## src/rtl/mbq_pkg.sv

```systemverilog
package mbq_pkg;

  // default geometry
  localparam int DEPTH_DEF     = 16;
  localparam int MSG_WIDTH_DEF = 32;

  // capacity register
  localparam int             CAP_W     = 5;
  localparam logic [CAP_W-1:0] CAP_RESET = 5'd16;

  typedef enum logic [1:0] {
    MODE_GET    = 2'd0,
    MODE_POST   = 2'd1,
    MODE_URGENT = 2'd2
  } mode_t;

  typedef enum logic [1:0] {
    ST_OK    = 2'd0,
    ST_EMPTY = 2'd1,
    ST_FULL  = 2'd2
  } status_t;

  // result flags from control to the output packing
  typedef struct packed {
    status_t status;
    logic    handed;
    logic    from_mem;
  } res_flags_t;

endpackage

```

## src/rtl/mbq_ram.sv

```systemverilog
module mbq_ram #(
  parameter int DEPTH     = mbq_pkg::DEPTH_DEF,
  parameter int MSG_WIDTH = mbq_pkg::MSG_WIDTH_DEF,
  localparam int IDX_W    = $clog2(DEPTH)
) (
  input  logic                 clk,
  input  logic                 we,
  input  logic [IDX_W-1:0]     waddr,
  input  logic [MSG_WIDTH-1:0] wdata,
  input  logic                 re,
  input  logic [IDX_W-1:0]     raddr,
  output logic [MSG_WIDTH-1:0] rdata
);

  logic [MSG_WIDTH-1:0] mem [DEPTH];

  always_ff @(posedge clk) begin
    if (we) begin
      mem[waddr] <= wdata;
    end
  end

  always_ff @(posedge clk) begin
    if (re) begin
      rdata <= mem[raddr];
    end
  end

endmodule

```

## src/rtl/mbq_ctrl.sv

```systemverilog
module mbq_ctrl #(
  parameter int DEPTH     = mbq_pkg::DEPTH_DEF,
  parameter int MSG_WIDTH = mbq_pkg::MSG_WIDTH_DEF,
  localparam int IDX_W    = $clog2(DEPTH),
  localparam int CNT_W    = $clog2(DEPTH + 1)
) (
  input  logic                         clk,
  input  logic                         rst,
  // configuration
  input  logic                         cfg_valid,
  input  logic [mbq_pkg::CAP_W-1:0]    cfg_data,
  // request side
  input  logic                         req_valid,
  output logic                         req_ready,
  input  logic [1:0]                   req_mode,
  input  logic [MSG_WIDTH-1:0]         req_msg,
  input  logic                         req_waiter,
  // result side
  output logic                         res_valid,
  input  logic                         res_ready,
  output mbq_pkg::res_flags_t          res_flags,
  output logic [MSG_WIDTH-1:0]         res_msg,
  output logic [CNT_W-1:0]             res_fill,
  // memory port
  output logic                         mem_we,
  output logic [IDX_W-1:0]             mem_waddr,
  output logic                         mem_re,
  output logic [IDX_W-1:0]             mem_raddr
);

  localparam int W = (CNT_W > mbq_pkg::CAP_W) ? CNT_W : mbq_pkg::CAP_W;

  logic [mbq_pkg::CAP_W-1:0] capacity;
  logic [IDX_W-1:0]          read_index, read_index_next;
  logic [IDX_W-1:0]          write_index, write_index_next;
  logic [CNT_W-1:0]          stored_count, stored_count_next;

  logic [W-1:0]     cap_wide;
  logic [CNT_W-1:0] cap;
  logic [CNT_W-1:0] rd_inc, wr_inc;
  logic [IDX_W-1:0] rd_fwd, wr_fwd, rd_back;
  logic             accept;
  logic             post_full;
  mbq_pkg::res_flags_t flags_next;
  logic             store_post;

  // clamp capacity to 1..DEPTH
  always_comb begin
    cap_wide = W'(capacity);
    if (capacity == '0) begin
      cap_wide = W'(1);
    end else if (cap_wide > W'(DEPTH)) begin
      cap_wide = W'(DEPTH);
    end
    cap = cap_wide[CNT_W-1:0];
  end

  // ring index steps, wrapping inside the active capacity
  assign rd_inc  = CNT_W'(read_index) + CNT_W'(1);
  assign wr_inc  = CNT_W'(write_index) + CNT_W'(1);
  assign rd_fwd  = (rd_inc >= cap) ? '0 : rd_inc[IDX_W-1:0];
  assign wr_fwd  = (wr_inc >= cap) ? '0 : wr_inc[IDX_W-1:0];
  assign rd_back = (read_index == '0) ? IDX_W'(cap - CNT_W'(1))
                                      : read_index - IDX_W'(1);

  assign req_ready = !res_valid || res_ready;
  assign accept    = req_valid && req_ready;
  assign post_full = stored_count >= cap;

  always_comb begin
    read_index_next   = read_index;
    write_index_next  = write_index;
    stored_count_next = stored_count;
    flags_next        = '{status: mbq_pkg::ST_OK, handed: 1'b0, from_mem: 1'b0};
    store_post        = 1'b0;
    mem_re            = 1'b0;
    mem_waddr         = write_index;
    case (mbq_pkg::mode_t'(req_mode))
      mbq_pkg::MODE_GET: begin
        if (stored_count != '0) begin
          stored_count_next   = stored_count - CNT_W'(1);
          read_index_next     = rd_fwd;
          mem_re              = accept;
          flags_next.from_mem = 1'b1;
        end else begin
          flags_next.status = mbq_pkg::ST_EMPTY;
        end
      end
      mbq_pkg::MODE_POST, mbq_pkg::MODE_URGENT: begin
        if (req_waiter) begin
          flags_next.handed = 1'b1;
        end else if (post_full) begin
          flags_next.status = mbq_pkg::ST_FULL;
        end else begin
          store_post        = 1'b1;
          stored_count_next = stored_count + CNT_W'(1);
          if (req_mode == mbq_pkg::MODE_URGENT) begin
            read_index_next = rd_back;
            mem_waddr       = rd_back;
          end else begin
            write_index_next = wr_fwd;
          end
        end
      end
      default: begin
      end
    endcase
  end

  assign mem_we    = accept && store_post;
  assign mem_raddr = read_index;

  always_ff @(posedge clk) begin
    if (rst) begin
      capacity     <= mbq_pkg::CAP_RESET;
      read_index   <= '0;
      write_index  <= '0;
      stored_count <= '0;
      res_valid    <= 1'b0;
    end else begin
      if (cfg_valid) begin
        capacity <= cfg_data;
      end
      if (accept) begin
        read_index   <= read_index_next;
        write_index  <= write_index_next;
        stored_count <= stored_count_next;
        res_valid    <= 1'b1;
      end else if (res_ready) begin
        res_valid <= 1'b0;
      end
    end
  end

  // result payload
  always_ff @(posedge clk) begin
    if (accept) begin
      res_flags <= flags_next;
      res_msg   <= flags_next.handed ? req_msg : '0;
      res_fill  <= stored_count_next;
    end
  end

endmodule

```

## src/rtl/mailbox_ring_queue.sv

```systemverilog
// mailbox_ring_queue: bounded message mailbox kept in a ring memory
//
// requests enter on s_axis: tuser carries the mode (get, post at tail,
// urgent post at head) and the waiter flag, tdata the message word.
// every request gives exactly one response on m_axis: status, the message
// popped or handed to a waiter, and the fill count after the request;
// tuser marks a hand-over to a waiter.
// capacity is written on the cfg channel (always ready); the user must write
// it only while idle, the block does not enforce this; 0 acts as 1 and values
// above DEPTH act as DEPTH. the response is registered, valid in the cycle
// after the request is taken. throughput: one request per cycle while m_axis
// takes each response; the single memory is written at the request edge and
// a get reads it at that same edge, so the next request always sees the update.
// a stalled m_axis holds its response and s_axis_tready drops until it
// is taken, so the memory read register is never overwritten.
// reset clears indices and count and sets capacity to 16; stored words
// are not cleared and are only read after being written.
module mailbox_ring_queue #(
  parameter int DEPTH     = mbq_pkg::DEPTH_DEF,
  parameter int MSG_WIDTH = mbq_pkg::MSG_WIDTH_DEF,
  localparam int IDX_W    = $clog2(DEPTH),
  localparam int CNT_W    = $clog2(DEPTH + 1),
  localparam int IN_W     = ((MSG_WIDTH + 7) / 8) * 8,
  localparam int OUT_W    = ((2 + MSG_WIDTH + CNT_W + 7) / 8) * 8
) (
  input  logic                      clk,
  input  logic                      rst,
  // configuration write: capacity
  input  logic                      cfg_valid,
  output logic                      cfg_ready,
  input  logic [mbq_pkg::CAP_W-1:0] cfg_data,
  // request stream
  input  logic                      s_axis_tvalid,
  output logic                      s_axis_tready,
  input  logic [IN_W-1:0]           s_axis_tdata,  // message_in
  input  logic [2:0]                s_axis_tuser,  // mode[1:0], waiter_present
  // response stream
  output logic                      m_axis_tvalid,
  input  logic                      m_axis_tready,
  output logic [OUT_W-1:0]          m_axis_tdata,  // status[1:0], message_out, fill_count
  output logic                      m_axis_tuser   // handed_to_waiter
);

  mbq_pkg::res_flags_t  res_flags;
  logic [MSG_WIDTH-1:0] res_msg;
  logic [MSG_WIDTH-1:0] mem_rdata;
  logic [MSG_WIDTH-1:0] msg_out;
  logic [CNT_W-1:0]     res_fill;
  logic                 mem_we, mem_re;
  logic [IDX_W-1:0]     mem_waddr, mem_raddr;

  assign cfg_ready = 1'b1;

  mbq_ctrl #(
    .DEPTH     (DEPTH),
    .MSG_WIDTH (MSG_WIDTH)
  ) u_ctrl (
    .clk        (clk),
    .rst        (rst),
    .cfg_valid  (cfg_valid),
    .cfg_data   (cfg_data),
    .req_valid  (s_axis_tvalid),
    .req_ready  (s_axis_tready),
    .req_mode   (s_axis_tuser[1:0]),
    .req_msg    (s_axis_tdata[MSG_WIDTH-1:0]),
    .req_waiter (s_axis_tuser[2]),
    .res_valid  (m_axis_tvalid),
    .res_ready  (m_axis_tready),
    .res_flags  (res_flags),
    .res_msg    (res_msg),
    .res_fill   (res_fill),
    .mem_we     (mem_we),
    .mem_waddr  (mem_waddr),
    .mem_re     (mem_re),
    .mem_raddr  (mem_raddr)
  );

  // message store, at most one write or one read per request
  mbq_ram #(
    .DEPTH     (DEPTH),
    .MSG_WIDTH (MSG_WIDTH)
  ) u_ram (
    .clk   (clk),
    .we    (mem_we),
    .waddr (mem_waddr),
    .wdata (s_axis_tdata[MSG_WIDTH-1:0]),
    .re    (mem_re),
    .raddr (mem_raddr),
    .rdata (mem_rdata)
  );

  // a successful get answers with the registered memory word
  assign msg_out = res_flags.from_mem ? mem_rdata : res_msg;

  assign m_axis_tdata = OUT_W'({res_fill, msg_out, res_flags.status});
  assign m_axis_tuser = res_flags.handed;

endmodule
```

## config.mk

```make
export PLATFORM = sky130hd
export DESIGN_NAME = mailbox_ring_queue
export DESIGN_NICKNAME = d
export VERILOG_FILES = /design/src/rtl/mbq_pkg.sv /design/src/rtl/mbq_ram.sv /design/src/rtl/mbq_ctrl.sv /design/src/rtl/mailbox_ring_queue.sv
export SDC_FILE = /design/constraint.sdc
export NUM_CORES = 1
export LEC_CHECK = 0
export BUFFER_PORTS_ARGS = -buffer_cell sky130_fd_sc_hd__buf_2
export CORE_ASPECT_RATIO = 1.1
export CORE_MARGIN = 5
export CORE_UTILIZATION = 55
export DETAILED_ROUTE_END_ITERATION = 8
export HOLD_SLACK_MARGIN = 0.02
export PLACE_DENSITY = 0.72
export SYNTH_ARGS = -nofsm -noshare
export SYNTH_HDL_FRONTEND = slang
export SYNTH_SLANG_ARGS = --single-unit
export TNS_END_PERCENT = 10
```

## constraint.sdc

```tcl
create_clock -name clk -period 10.4 [get_ports clk]
set_clock_uncertainty 0.1 [all_clocks]
set_input_delay 0 -clock clk [delete_from_list [all_inputs] [get_ports clk]]
set_output_delay 0 -clock clk [all_outputs]
set_load 0.01 [all_outputs]
```

==> metrics.md <==
| Metric | Value |
|---|---|
| Run status | completed |
| Clock sinks | slightly above 600 |
| Crit share post-route | about 42% |
| RSZ-0062 raised after global routing | false |
| Crit path DAT | 4.56 ns |
| Worst Tran Pin Value | 1.005 ns |
| Critical path's largest stage delay | about 0.77 ns |
| Minimum clock period | 4.406 ns |
| Final core utilization | roughly 64% |
| Max Transition Viols Final | 0 |
| CTS Buf Count | 57 |
| Critical path class | flip-flop to flip-flop |
| Count of max-cap constraint violations | 0 |
| GPL Wtd Cong | 0.8553 |
| Yosys warning count | 0 |
| Via-to-Cell Ratio | 6.306 |
| Clock buffer depth | 3 |
| # fillers | between 2000 and 3000 |
| Grt ovf | 0 |
| Clock transition at the registers of the reported paths | roughly 0.06 ns |
| Worst skew pair latency | roughly 0.61 ns |
| Initial Util | 55.69% |
| Gr usage total | between 20 and 25% |
| Synth cell types | 65 |
| Register area | 17960 sq um |
| Die Wd | 210.2 um |
| DPL Wire Length | 29060 um |
| HP Class | primary input to flip-flop |
| Worst slew margin relative to its limit | 32.12% |
| Core region area | 43540 sq um |
| DIE HEIGHT | around 230 um |
| Vias in the first global route | approximately 13000 |
| Area grow syn2layout | 15.29% |
| Die ar. | between 40000 and 50000 sq um |
| CTS root buf | clkbuf_16 |
| Wirelength per Cell | about 27 um |
| Worst Path Max Fanout | 32 |
| PwrDens | between 150 and 200 nW/um^2 |
| CP Cell Sequence | inv_2, ha_1, nor3b_2, a21oi_1, ha_1, inv_1, or3_1, nor4_1, a311oi_2, o22ai_4, buf_4 |
| Total Wirelength | approximately 53000 um |
| Final hold viol count | 0 |
| Post-CTS sizing | 0 |
| Sequential element share of the synthesized area | between 70% and 80% |
| ANT nets after route | 0 |
| Pre-antenna DRT Iters | 5 |
| Via count | around 12000 |
| Max VDD drop | about 0.00014 V |
| Kind of end point of the critical path | flip-flop |
| Post-synth EDFFs | approximately 590 |
| Crit-path slowest cell | dfxtp_4 |
| Post-synthesis cell area | approximately 24000 sq um |
| Area of the multi-input gates | approximately 6000 sq um |
| I/O pins | 89 |
| Largest net degree at the start of global routing | ~100 |
| Initial DRC count | roughly 1300 |
| Post-CTS Setup Bufs | 0 |
| Synth Instances | 1153 |
| Fin Setup TNS | 0 ns |
| H-tree depth | 2 |
| WP data required | between 10 and 15 ns |
| Port bufs | 86 |
| Antenna cells | 0 |
| Most common flop cell mapped by yosys | edfxtp_1 |
| Global-route wire length before repair | about 80000 um |
| # rows | 80 |
| Fmax | about 230 MHz |
| Hold Buf Count CTS | between 50 and 60 |
| Async SR Flop Fraction | 0% |
| Final #Nets | 1382 |
| Avg Cell Area, Syn | between 20 and 25 sq um |
| Syn nets | between 1000 and 1500 |
| Remaining DRCs | 0 |
| Cell mode on critical path | ha_1 |
| Synthesized flop and latch total | around 600 |
| Worst setup SP type | flip-flop |
| Setup-failing EPs final | 0 |
| Pleak | about 9 nW |
| Share of cells above drive strength 1 | between 30% and 40% |
| Initial antenna violation count | 0 |
| CTS tree | done |
==> kinds of logic (layout without fill, tap and decap cells) <==
logic type	Yosys count	in the layout	synth area share, %
flip-flops	604	604	74.01
multiplexers	199	199	16.64
AND/OR/NAND/NOR	141	141	3.271
AO/OA/AOI/OAI	97	97	2.931
buffers and inverters	81	287	1.677
adder cells (fa/ha/maj)	25	25	1.290
XOR/XNOR	4	4	0.1445
other	2	2	0.03097
==> path summary, 6_finish.rpt <==
path | startpoint | cells past startpoint | to | slack (ns)
setup / recovery | u_ctrl.mem_raddr[0] | 11 | u_ram.mem[4][11] | 5.99
hold / removal | s_axis_tuser[1] | 4 | u_ctrl.mem_raddr[2] | 0.08
setup reg to reg | u_ctrl.mem_raddr[0] | 11 | u_ram.mem[4][11] | 5.99
hold reg to reg | u_ctrl.write_index[1] | 2 | u_ctrl.write_index[1] | 0.48
==> metrics by stage <==
step	hold slack (ns)	area [sq um]	worst slack, ns	instances	power [mW]
2_1_floorplan	-0.001131	24250	5.697	1153	2.965
3_3_place_gp	0.1588	25500	6.159	1776	3.076
3_5_place_dp	0.1593	25500	6.029	1776	3.082
4_1_cts	0.03101	27960	6.025	1933	5.234
5_1_grt	0.1170	27960	5.725	1933	5.370
6_report	0.08145	27960	5.994	1933	5.192
==> power by group <==
| part | internal [mW] | switching, mW | total [mW] | leakage (nW) |
|---|---|---|---|---|
| logic | 0.146 | 0.186 | 0.332 | 2.57 |
| registers | 2.70 | 0.0157 | 2.71 | 5.46 |
| clock network | 1.26 | 0.891 | 2.15 | 0.951 |
| total | 4.10 | 1.09 | 5.19 | 8.98 |
==> flip-flops by register name, indices dropped and copies added, names as in the netlist <==
name and flops:
u_ctrl.capacity 5, u_ctrl.res_msg 32, u_ctrl.res_flags 4, u_ram.rdata 32, u_ctrl.res_valid 1, u_ctrl.mem_raddr 4
u_ctrl.stored_count 5, u_ctrl.res_fill 5, u_ctrl.write_index 4, u_ram.mem 512
==> cell usage after synthesis (3+ instances only) <==
library cell / instances / area (sq um)
a211oi_1: 7 / 52.55
a21o_1: 3 / 22.52
a21oi_1: 20 / 100.1
a31oi_1: 7 / 43.79
and3_1: 34 / 212.7
buf_1: 9 / 33.78
buf_2: 10 / 50.05
buf_4: 4 / 30.03
buf_6: 10 / 112.6
clkbuf_1: 29 / 108.9
dfxtp_1: 19 / 380.4
edfxtp_1: 585 / 17570
ha_1: 25 / 312.8
inv_1: 17 / 63.81
mux2_2: 33 / 371.6
mux2i_1: 6 / 60.06
mux4_2: 160 / 3603
nand2_1: 25 / 93.84
nand2b_1: 5 / 31.28
nand3_1: 10 / 50.05
nand3b_1: 7 / 52.55
nor2_1: 21 / 78.83
nor2b_1: 7 / 43.79
nor3_1: 8 / 40.04
o211ai_1: 4 / 30.03
o21a_1: 5 / 37.54
o21ai_0: 8 / 40.04
o22ai_1: 17 / 106.4
o32ai_1: 3 / 26.28
or2_2: 3 / 18.77
or3_1: 5 / 31.28
==> area by class of cell <==
class	count	area share (%)
clock inverter	43	1.625
multi-input combinational	468	21.90
sequential	604	64.23
timing repair buffer	162	4.082
tap	574	2.569
inverter	19	0.2551
clock buffer	63	5.335
==> critical path, delay by kind of cell, from the launching register on <==
| kind | cells | cell delay (ns) |
|---|---|---|
| buffers and inverters | 3 | 0.74 |
| and+or+nand+nor | 3 | 0.94 |
| AOI/OAI and AO/OA | 3 | 0.86 |
| DFF | 1 | 0.77 |
| adders and majority gates | 2 | 0.61 |
==> per-layer routing <==
metal	vias to the layer above	part of all wire, %	GRT usage [%]
met5	-	0	0
met4	0	2.1	5.650
met3	81	6.7	3.258
met2	503	50	35.51
met1	6429	41	32.37
li1	5176	-	-
==> layout by cell type (no fill, tap or decap), drive strengths merged, types with 3 or more instances in the layout <==
cell / instances
clkinvlp: 4
bufinv: 9
o211ai: 4
nand3: 11
mux2i: 6
dlygate4sd3: 51
a211oi: 7
a21o: 3
or2: 3
o21a: 5
nor2b: 8
and3: 34
nor2: 21
clkbuf: 63
o32ai: 3
or3: 6
edfxtp: 585
a31oi: 7
clkinv: 28
nand2: 25
o22ai: 17
inv: 21
a21oi: 20
mux4: 160
o21ai: 10
dfxtp: 19
nand2b: 5
nor3: 8
nand3b: 7
buf: 111
mux2: 33
ha: 25
Note: power is estimated with default switching activity, not from simulation.
